$ cat src/tscf_pkg.sv
// tscf_pkg: shared types and constants for the touch sample calibrate filter
// no dependencies; imported by tscf_axis and touch_sample_calibrate_filter_unit
`default_nettype none

package tscf_pkg;

	// configuration port geometry
	localparam int CFG_W = 32;
	localparam int CFG_IDX_W = 3;

	// raw coordinate is wrapped to 16 bits before calibration
	localparam int RAW_W = 16;
	// signed Q16.16 gain times unsigned raw
	localparam int PROD_W = 48;
	// product plus offset
	localparam int SUM_W = 49;
	// fraction bits of the calibration format
	localparam int FRAC_W = 16;
	// clamp ceiling width and calibrated coordinate width
	localparam int LIM_W = 12;
	// held coordinates cover -1 .. 4095
	localparam int HELD_W = 13;
	// movement deadband width
	localparam int THR_W = 8;
	// distance between two held coordinates
	localparam int DIST_W = 14;

	// register indexes of the configuration port
	typedef enum logic [CFG_IDX_W-1:0] {
		CFG_GAIN_X    = 3'd0,
		CFG_OFFSET_X  = 3'd1,
		CFG_GAIN_Y    = 3'd2,
		CFG_OFFSET_Y  = 3'd3,
		CFG_LIMIT_X   = 3'd4,
		CFG_LIMIT_Y   = 3'd5,
		CFG_THRESHOLD = 3'd6
	} cfg_idx_t;

	// calibration settings of one axis
	typedef struct packed {
		logic signed [CFG_W-1:0] gain;
		logic signed [CFG_W-1:0] offset;
		logic [LIM_W-1:0]        limit;
	} axis_cfg_t;

	// register reset values
	localparam logic signed [CFG_W-1:0] GAIN_X_RST   = 32'sd13625;
	localparam logic signed [CFG_W-1:0] OFFSET_X_RST = -32'sd1819607;
	localparam logic signed [CFG_W-1:0] GAIN_Y_RST   = -32'sd8402;
	localparam logic signed [CFG_W-1:0] OFFSET_Y_RST = 32'sd32504073;
	localparam logic [LIM_W-1:0]        LIMIT_X_RST  = 12'd799;
	localparam logic [LIM_W-1:0]        LIMIT_Y_RST  = 12'd479;
	localparam logic [THR_W-1:0]        THR_RST      = 8'd3;

	// coordinate reported while idle
	localparam logic signed [HELD_W-1:0] COORD_IDLE = '1;

endpackage

`default_nettype wire

$ cat src/tscf_axis.sv
// tscf_axis: raw coordinate, linear calibration and clamp for one axis
// depends on tscf_pkg; two-stage pipeline (product register, coordinate register)
`default_nettype none

module tscf_axis
	import tscf_pkg::*;
#(
	parameter int SAMPLE_BITS = 12
) (
	input  wire                     clk,
	input  wire                     adv,
	input  wire [SAMPLE_BITS-1:0]   first_s1,
	input  wire [SAMPLE_BITS-1:0]   second_s1,
	input  axis_cfg_t               cfg,
	output logic [LIM_W-1:0]        coord_s3
);

	logic signed [RAW_W:0]    first_ext;
	logic signed [RAW_W:0]    diff;
	logic signed [RAW_W:0]    half;
	logic [RAW_W-1:0]         raw;
	logic signed [PROD_W-1:0] prod;
	logic signed [PROD_W-1:0] prod_s2;
	logic signed [SUM_W-1:0]  sum;
	logic signed [SUM_W-1:0]  ceil_q16;
	logic [LIM_W-1:0]         coord;

	// first plus half the difference, wrapped to 16 bits
	always_comb begin
		first_ext = $signed((RAW_W+1)'(first_s1));
		diff = first_ext - $signed((RAW_W+1)'(second_s1));
		half = diff >>> 1;
		raw = RAW_W'(first_ext + half);
	end

	// gain times raw, raw taken as unsigned
	assign prod = cfg.gain * $signed({1'b0, raw});

	always_ff @(posedge clk) begin
		if (adv) begin
			prod_s2 <= prod;
		end
	end

	// add offset, clamp to 1 .. limit, drop the fraction
	always_comb begin
		sum = SUM_W'(prod_s2) + SUM_W'(cfg.offset);
		ceil_q16 = $signed(SUM_W'({cfg.limit, {FRAC_W{1'b0}}}));
		if (sum <= $signed(SUM_W'(1 << FRAC_W))) begin
			coord = LIM_W'(1);
		end else if (sum >= ceil_q16) begin
			coord = cfg.limit;
		end else begin
			coord = sum[FRAC_W+LIM_W-1:FRAC_W];
		end
	end

	always_ff @(posedge clk) begin
		if (adv) begin
			coord_s3 <= coord;
		end
	end

endmodule

`default_nettype wire

$ cat src/touch_sample_calibrate_filter_unit.sv
// Touch sample calibrate filter: one poll sample per request in, at most one touch
// event out. Each axis forms first + ((first - second) >>> 1), applies gain*raw + offset
// in signed Q16.16 and clamps to 1..limit; idle samples after idle report -1,-1, a release
// reports the last held position. Events come on press, release, a held touch moving
// beyond move_threshold on either axis, and every idle sample. A request is taken every
// cycle unless a waiting event is stalled. A taken request lands in the input register,
// then moves through the product register, the coordinate register and the event register.
// The depth is set by the one multiplier per axis and the offset add and clamp after it.
// Depends on tscf_pkg and tscf_axis.
`default_nettype none

module touch_sample_calibrate_filter_unit
	import tscf_pkg::*;
#(
	parameter int SAMPLE_BITS = 12,
	parameter int COORD_BITS  = 13
) (
	input  wire                          clk,
	input  wire                          arst_n,
	// configuration
	input  wire                          cfg_we,
	input  wire [CFG_IDX_W-1:0]          cfg_index,
	input  wire [CFG_W-1:0]              cfg_wdata,
	// sample requests
	input  wire                          in_valid,
	output logic                         in_stall,
	input  wire                          touched,
	input  wire [SAMPLE_BITS-1:0]        x_first,
	input  wire [SAMPLE_BITS-1:0]        x_second,
	input  wire [SAMPLE_BITS-1:0]        y_first,
	input  wire [SAMPLE_BITS-1:0]        y_second,
	// touch events
	output logic                         out_valid,
	input  wire                          out_stall,
	output logic                         pressed,
	output logic signed [COORD_BITS-1:0] pos_x,
	output logic signed [COORD_BITS-1:0] pos_y
);

	axis_cfg_t              cfg_x_q;
	axis_cfg_t              cfg_y_q;
	logic [THR_W-1:0]       thr_q;

	logic                   adv;
	logic                   v_s1, v_s2, v_s3;
	logic                   tch_s1, tch_s2, tch_s3;
	logic [SAMPLE_BITS-1:0] x_first_s1, x_second_s1, y_first_s1, y_second_s1;
	logic [LIM_W-1:0]       cx_s3, cy_s3;

	logic                   was_q;
	logic signed [HELD_W-1:0] held_x_q, held_y_q;
	logic                   was_n;
	logic signed [HELD_W-1:0] held_x_n, held_y_n;
	logic signed [HELD_W-1:0] px, py;
	logic signed [DIST_W-1:0] dx, dy;
	logic [DIST_W-1:0]      adx, ady;
	logic                   evt;

	logic                   out_valid_q;
	logic                   pressed_q;
	logic signed [HELD_W-1:0] pos_x_q, pos_y_q;

	// configuration registers
	always_ff @(posedge clk or negedge arst_n) begin
		if (!arst_n) begin
			cfg_x_q.gain   <= GAIN_X_RST;
			cfg_x_q.offset <= OFFSET_X_RST;
			cfg_x_q.limit  <= LIMIT_X_RST;
			cfg_y_q.gain   <= GAIN_Y_RST;
			cfg_y_q.offset <= OFFSET_Y_RST;
			cfg_y_q.limit  <= LIMIT_Y_RST;
			thr_q          <= THR_RST;
		end else if (cfg_we) begin
			unique case (cfg_idx_t'(cfg_index))
				CFG_GAIN_X:    cfg_x_q.gain   <= $signed(cfg_wdata);
				CFG_OFFSET_X:  cfg_x_q.offset <= $signed(cfg_wdata);
				CFG_GAIN_Y:    cfg_y_q.gain   <= $signed(cfg_wdata);
				CFG_OFFSET_Y:  cfg_y_q.offset <= $signed(cfg_wdata);
				CFG_LIMIT_X:   cfg_x_q.limit  <= cfg_wdata[LIM_W-1:0];
				CFG_LIMIT_Y:   cfg_y_q.limit  <= cfg_wdata[LIM_W-1:0];
				CFG_THRESHOLD: thr_q          <= cfg_wdata[THR_W-1:0];
				default: ;
			endcase
		end
	end

	// whole pipeline moves unless a waiting event is stalled
	assign adv = !out_valid_q || !out_stall;
	assign in_stall = !adv;

	// stage valids
	always_ff @(posedge clk or negedge arst_n) begin
		if (!arst_n) begin
			v_s1 <= 1'b0;
			v_s2 <= 1'b0;
			v_s3 <= 1'b0;
		end else if (adv) begin
			v_s1 <= in_valid;
			v_s2 <= v_s1;
			v_s3 <= v_s2;
		end
	end

	// input register and touch flag stages
	always_ff @(posedge clk) begin
		if (adv) begin
			tch_s1      <= touched;
			x_first_s1  <= x_first;
			x_second_s1 <= x_second;
			y_first_s1  <= y_first;
			y_second_s1 <= y_second;
			tch_s2      <= tch_s1;
			tch_s3      <= tch_s2;
		end
	end

	// calibration per axis
	tscf_axis #(
		.SAMPLE_BITS(SAMPLE_BITS)
	) u_axis_x (
		.clk      (clk),
		.adv      (adv),
		.first_s1 (x_first_s1),
		.second_s1(x_second_s1),
		.cfg      (cfg_x_q),
		.coord_s3 (cx_s3)
	);

	tscf_axis #(
		.SAMPLE_BITS(SAMPLE_BITS)
	) u_axis_y (
		.clk      (clk),
		.adv      (adv),
		.first_s1 (y_first_s1),
		.second_s1(y_second_s1),
		.cfg      (cfg_y_q),
		.coord_s3 (cy_s3)
	);

	// event filter against the held state
	always_comb begin
		px = tch_s3 ? $signed({1'b0, cx_s3}) : COORD_IDLE;
		py = tch_s3 ? $signed({1'b0, cy_s3}) : COORD_IDLE;
		dx = DIST_W'(held_x_q) - DIST_W'(px);
		dy = DIST_W'(held_y_q) - DIST_W'(py);
		adx = dx[DIST_W-1] ? DIST_W'(-dx) : DIST_W'(dx);
		ady = dy[DIST_W-1] ? DIST_W'(-dy) : DIST_W'(dy);
		was_n = was_q;
		held_x_n = held_x_q;
		held_y_n = held_y_q;
		evt = 1'b1;
		if (was_q != tch_s3) begin
			was_n = tch_s3;
			if (tch_s3) begin
				held_x_n = px;
				held_y_n = py;
			end
		end else if (tch_s3) begin
			if (adx <= DIST_W'(thr_q) && ady <= DIST_W'(thr_q)) begin
				evt = 1'b0;
			end else begin
				held_x_n = px;
				held_y_n = py;
			end
		end else begin
			held_x_n = COORD_IDLE;
			held_y_n = COORD_IDLE;
		end
	end

	// held state
	always_ff @(posedge clk or negedge arst_n) begin
		if (!arst_n) begin
			was_q    <= 1'b0;
			held_x_q <= '0;
			held_y_q <= '0;
		end else if (adv && v_s3) begin
			was_q    <= was_n;
			held_x_q <= held_x_n;
			held_y_q <= held_y_n;
		end
	end

	// event register
	always_ff @(posedge clk or negedge arst_n) begin
		if (!arst_n) begin
			out_valid_q <= 1'b0;
		end else if (adv) begin
			out_valid_q <= v_s3 && evt;
		end
	end

	always_ff @(posedge clk) begin
		if (adv && v_s3 && evt) begin
			pressed_q <= tch_s3;
			pos_x_q   <= held_x_n;
			pos_y_q   <= held_y_n;
		end
	end

	assign out_valid = out_valid_q;
	assign pressed   = pressed_q;
	assign pos_x     = COORD_BITS'(pos_x_q);
	assign pos_y     = COORD_BITS'(pos_y_q);

`ifndef SYNTHESIS
	// a waiting event always matches the held state
	assert property (@(posedge clk) disable iff (!arst_n)
		out_valid_q |-> (pressed_q == was_q && pos_x_q == held_x_q && pos_y_q == held_y_q))
	else $error("waiting event differs from held state");

	// an idle sample after idle reports -1,-1
	assert property (@(posedge clk) disable iff (!arst_n)
		(adv && v_s3 && !tch_s3 && !was_q) |=>
		(out_valid_q && !pressed_q && pos_x_q == COORD_IDLE && pos_y_q == COORD_IDLE))
	else $error("idle sample did not report idle position");

	// while pressed, held coordinates are never negative
	assert property (@(posedge clk) disable iff (!arst_n)
		was_q |-> (!held_x_q[HELD_W-1] && !held_y_q[HELD_W-1]))
	else $error("negative held coordinate while pressed");
`endif

endmodule

`default_nettype wire
$ cat config.mk
export PLATFORM = sky130hd
export DESIGN_NAME = touch_sample_calibrate_filter_unit
export DESIGN_NICKNAME = d
export VERILOG_FILES = /design/src/tscf_pkg.sv /design/src/tscf_axis.sv /design/src/touch_sample_calibrate_filter_unit.sv
export SDC_FILE = /design/constraint.sdc
export NUM_CORES = 2
export LEC_CHECK = 0
export ABC_AREA = 0
export BUFFER_PORTS_ARGS = -buffer_cell sky130_fd_sc_hd__buf_2
export CAP_MARGIN = 40
export CORE_UTILIZATION = 45
export CTS_CLUSTER_SIZE = 16
export DETAILED_ROUTE_END_ITERATION = 10
export PLACE_DENSITY = 0.7
export SKIP_CTS_REPAIR_TIMING = 1
export SYNTH_ARGS = -nofsm -noshare
export SYNTH_HDL_FRONTEND = slang
export SYNTH_SLANG_ARGS = --single-unit
export TNS_END_PERCENT = 20
$ cat constraint.sdc
create_clock -name clk -period 10.81 [get_ports clk]
set_clock_uncertainty 0.2 [all_clocks]
set_input_delay 1.081 -clock clk [delete_from_list [all_inputs] [get_ports clk]]
set_output_delay 1.081 -clock clk [all_outputs]
set_load 0.03 [all_outputs]
# == Yosys cells after proc, flatten, opt, wreduce, memory -nomap -nowiden ==
# Cells that the tools add are included.
# totals
register_bits,389
inputBits,89
output_inout_bits,29
elab_cells,87
# classes
add_sub_neg,10
mul,2
order_cmp,6
eq_ne,7
muxes,17
reduce_logical,17
# ops
cell,count
2-to-1 mux 13 bit,10
adder 48 x 32 -> 49 bit,2
>= comparator 49 x 29 -> 1 bit,2
<= comparator 49 x 18 -> 1 bit (second input constant),2
multiplier 32 x 17 -> 48 bit,2
adder 13 x 12 -> 14 bit,2
<= comparator 14 x 8 -> 1 bit,2
2-to-1 mux 14 bit,2
negator 14 bit,2
subtractor 13 x 13 -> 14 bit,2
subtractor 12 x 12 -> 13 bit,2
2-to-1 mux 12 bit,2
AND reduction 2 bit,8
equality test 3 bit (second input constant),3
equality test 3 x 2 -> 1 bit (second input constant),2
logical AND 1 bit,4
equality test 3 x 1 -> 1 bit (second input constant),1
zero test 1 bit,3
zero test 3 bit,1
2-to-1 mux 1 bit,3
logical OR 1 bit,1
inequality test 1 bit,1

# == Longest topological paths before layout ==
# depth
word_depth,10
ltp_mapped,47
depth_no_buf,46

# == Cells and area by module ==
# Synthesis repeated with hierarchy kept, for this count alone.
# hier_totals
cells_unflattened,6661
hier_area_um2,61401.4
# by_module_without_submodules
mod,instances,cells_per_inst,area_per_inst_um2,seq_area_each_um2
tscf_axis (u_axis_x),1,2853,24333.3,1801.7
tscf_axis (u_axis_y),1,2848,24133.1,1801.7
touch_sample_calibrate_filter_unit,1,960,12934.9,7230.7

# == Least setup slack after synthesis ==
# OpenSTA, ideal clock, no wires.
# synth_timing
kind,register -> register
startpoint,register x_second_s1[1]
endpoint,"register u_axis_x.prod_s2[46], data pin"
setup_time_ps,263
arrival_time_ps,9311
required_ps,10347
setup_slack_ps,1036
path_stages_with_launch,42
n_path_buf,2
synth_period_minus_slack_ps,9774
cell_sequence,edfxtp_1 inv_1 ha_1 inv_1 o21bai_1 a21oi_1 o21ai_0 a21oi_1 o21bai_1 a21oi_1 o21ai_0 a21oi_1 o21bai_1 a21oi_1 xnor2_1 ha_1 or3_1 o211ai_1 [... 6 more ...] fa_1 fa_1 inv_1 fa_1 inv_1 ha_1 clkbuf_1 a21o_1 a21oi_1 nor2b_1 a211o_1 a21oi_1 o31a_1 o211ai_1 a2111oi_1 o31ai_1 a311oi_1 xnor2_1
# synth_via
elab_chain_len,3
# synth_lines
item,line,text
from (decl),touch_sample_calibrate_filter_unit.sv:47,"logic [SAMPLE_BITS-1:0] x_first_s1, x_second_s1, y_first_s1, y_second_s1;"
from (signal assigned),touch_sample_calibrate_filter_unit.sv:109,x_second_s1 <= x_second;
subtractor 12 x 12 -> 13 bit,tscf_axis.sv:31,diff = first_ext - $signed((RAW_W+1)'(second_s1));
adder 13 x 12 -> 14 bit,tscf_axis.sv:33,raw = RAW_W'(first_ext + half);
multiplier 32 x 17 -> 48 bit,tscf_axis.sv:37,"assign prod = cfg.gain * $signed({1'b0, raw});"
named net u_axis_x.prod[46],tscf_axis.sv:22,logic signed [PROD_W-1:0] prod;
to (signal assigned),tscf_axis.sv:41,prod_s2 <= prod;
to (decl),tscf_axis.sv:23,logic signed [PROD_W-1:0] prod_s2;
# The timed path passes the listed nets, and every way through them passes these cells.
# A chain may end at the register's enable or synchronous reset.

# == Worst setup path after layout ==
# layout_timing
startpoint,register x_first_s1[2]
endpoint,"register u_axis_x.prod_s2[47], data pin"
# layout_via
elab_chain_len,3
# layout_lines
item,line,text
from (decl),touch_sample_calibrate_filter_unit.sv:47,
from (signal assigned),touch_sample_calibrate_filter_unit.sv:108,x_first_s1 <= x_first;
subtractor 12 x 12 -> 13 bit,tscf_axis.sv:31,
adder 13 x 12 -> 14 bit (*),tscf_axis.sv:33,
multiplier 32 x 17 -> 48 bit (*),tscf_axis.sv:37,
named net u_axis_x.prod[47],tscf_axis.sv:22,
# Mark *: on every way through the listed nets, which the timed path passes. The rest lies on a longest branch.

==> metrics.txt <==
run status completed; CTS tree done; crit-path max cell delay approximately 0.52 ns; Critical-path top delay cell fa_1; Final Hold Vio Count 0; CTS clock-pin slew for the worst setup and hold paths ~0.060 ns; worst slew pin tran 0.897 ns; final WL 154 mm; Distinct cells, synth 107; RSZ-0062 raised after global routing yes; overall die area 135000 sq um; vias in the first global route 46200; global-route wire length before repair 252 mm; Via Count ~44000; post-route ant nets 0; Startpoint Class flip-flop; clk sinks around 400; initial antenna violation count 25; final net count slightly below 8000; pin count of the biggest net entering global routing 72; Post-synth EDFFs between 150 and 200; design area approximately 64000 sq um; Synth async-reset ratio approximately 49%; Rel. slew slack roughly two fifths; top-level port count 118; Worst-Skew Late Latency about 0.61 ns; Final Critical Period around 10 ns; WL per Instance 18.8 um; crit end category flip-flop; Die Ht around 370 um; drt initial violations between 3000 and 4000; H-Tree Depth 2; post-synthesis register bit count about 390; share of layout cells above drive strength 1 ~10%; Syn Inst Count between 6000 and 7000; Seq/Total Area, Yosys between 15 and 20%; number of remaining DRC errors 0; die width 367 um; Syn Area/Cell ~9.3 sq um; fin crit share 95.5%; maximum clock rate 96.9 MHz; worst path arrival time 10.46 ns; CTS Buf Count 46; root buf cell clkbuf_16; final slew viol count 0; post-synthesis to final-layout area growth 7.50%; number of port buffers roughly 120; grt total ovfl 0; synth warn 0; starting density of the core 45.4%; synthesized area between 50000 and 60000 sq um; DP Area approximately 63000 sq um; final setup violation count 0; num rows roughly 130; ys flop type edfxtp_1; Detailed Routing Iterations Pass 1 6; Clock Path Buffers 3; CP Max Fanout 19; GPL Wtd Cong about 0.9; Core ar. 132000 sq um; all-layer global routing usage 23.4%; Worst Path Class, Setup flip-flop to flip-flop; Req. time, crit path around 11 ns; max cap viols 0; dpl hpwl 122 mm; Post-Syn Nets around 8000; Hold Path Class flip-flop to flip-flop; drt via density ~5.4
## stage by stage
| stage | hold slack, ns | TNS, ns | util (%) | worst slack [ns] | cells |
|---|---|---|---|---|---|
| 5_1_grt | 0.253 | -0.0479 | 48.8 | -0.0479 | 8211 |
| 6_report | 0.226 | 0 | 48.8 | 0.491 | 8219 |
| 4_1_cts | 0.237 | 0 | 48.6 | 0.00171 | 8199 |
| 3_3_place_gp | 0.217 | 0 | 47.4 | 0.180 | 8107 |
| 2_1_floorplan | 0.200 | 0 | - | 1.04 | 6425 |
| 3_5_place_dp | 0.214 | 0 | 47.5 | 0.00440 | 8115 |
## critical path: cells and delay by family, from the launching register on
family | cells | cell delay (ns)
AO/OA/AOI/OAI | 17 | 3.65
XOR/XNOR | 1 | 0.08
buffers and inverters | 7 | 0.70
adder cells (fa/ha/maj) | 9 | 3.82
flip-flops | 1 | 0.40
AND/OR/NAND/NOR | 7 | 1.17
## per-layer routing
metal  track usage [%]  routed length, um  vias to the layer above
met4              6.19               4000                       30
met2              38.8              73000                     1384
met1              32.1              66000                    22500
met5                 0                177                        -
met3              3.43              11100                      271
li1                  -                  -                    20200
## cell type report
class / count / area [sq um]
repair buffers: 217 / 1430
well taps: 1755 / 2200
multi-input cells: 4367 / 43100
flip-flops and latches: 389 / 10800
clock buffers: 54 / 1210
diodes: 10 / 25.0
fillers: 12300 / 67400
clock inverters: 30 / 302
inverters: 1397 / 5240
## Yosys cell counts (all sizes together), types with 49 or more instances
master	count	area [sq um]
inv	1396	5240
fa	972	19500
nand2	785	2950
ha	404	5050
clkbuf	254	953
a21oi	221	1130
and2	211	1320
nor2	210	788
xnor2	210	1840
edfxtp	198	5950
o21ai	172	865
mux2	152	1710
dfrtp	104	2600
a21o	99	743
nand2b	96	601
dfstp	87	2290
and3	57	357
nand3	56	280
nor2b	54	338
nor3	53	270
a2bb2oi	49	429
xor2	49	429
## path summary, 6_finish.rpt
| check | from | endpoint | slack [ns] | cells after the start |
|---|---|---|---|---|
| min in group asynchronous | arst_n | cfg_y_q[16] | 0.27 | 1 |
| setup / recovery | x_first_s1[2] | u_axis_x.prod_s2[47] | 0.49 | 41 |
| hold reg to reg | tch_s1 | tch_s2 | 0.23 | 0 |
| max in group asynchronous | arst_n | cfg_x_q[70] | 8.12 | 4 |
| hold / removal | tch_s1 | tch_s2 | 0.23 | 0 |
| setup reg to reg | x_first_s1[2] | u_axis_x.prod_s2[47] | 0.49 | 41 |
## sequential cells by signal, summed over array words and instances (netlist names), 12 cells and up
register	flops
cfg_x_q	76
cfg_y_q	76
u_axis_x.prod_s2	48
u_axis_y.prod_s2	48
held_x_q	13
held_y_q	13
pos_x	13
pos_y	13
u_axis_x.coord_s3	12
u_axis_y.coord_s3	12
x_first_s1	12
x_second_s1	12
y_first_s1	12
y_second_s1	12
## layout by cell type, fill, tap and decap left out, drive strengths merged, types with 13 or more instances in the layout
cell / n
nand2: 785
a211oi: 30
inv: 1404
mux2: 152
nor2b: 54
xor2: 49
o21ai: 172
nor2: 210
a21o: 99
nor4: 16
o21bai: 35
nand4: 45
xnor2: 210
buf: 216
dfrtp: 104
a22o: 14
dfstp: 87
a2bb2oi: 49
o21a: 48
ha: 404
o31ai: 18
and2: 211
or3: 26
a2111oi: 13
clkbuf: 55
and3: 57
edfxtp: 198
nor3: 53
fa: 972
a21boi: 18
a21oi: 221
nand2b: 96
nand3: 56
nor3b: 14
clkinv: 14
o211ai: 27
a31oi: 18
## logic make-up (layout without fill, tap and decap cells)
logic type                 Yosys count  count (layout)  share of synthesized area [%]
DFF                                389             389                           18.1
adders and majority gates         1378            1378                           41.0
other                                0              10                              0
and+or+nand+nor                   1683            1683                           13.4
AOI/OAI and AO/OA                  883             883                           10.1
buffers and inverters             1669            1698                           10.5
muxes                              164             164                           3.06
xor gates and xnor gates           259             259                           3.79
Power is left out: the tool's default activity adds up to more than one toggle a clock period on the data nets, which glitch-free logic cannot reach.
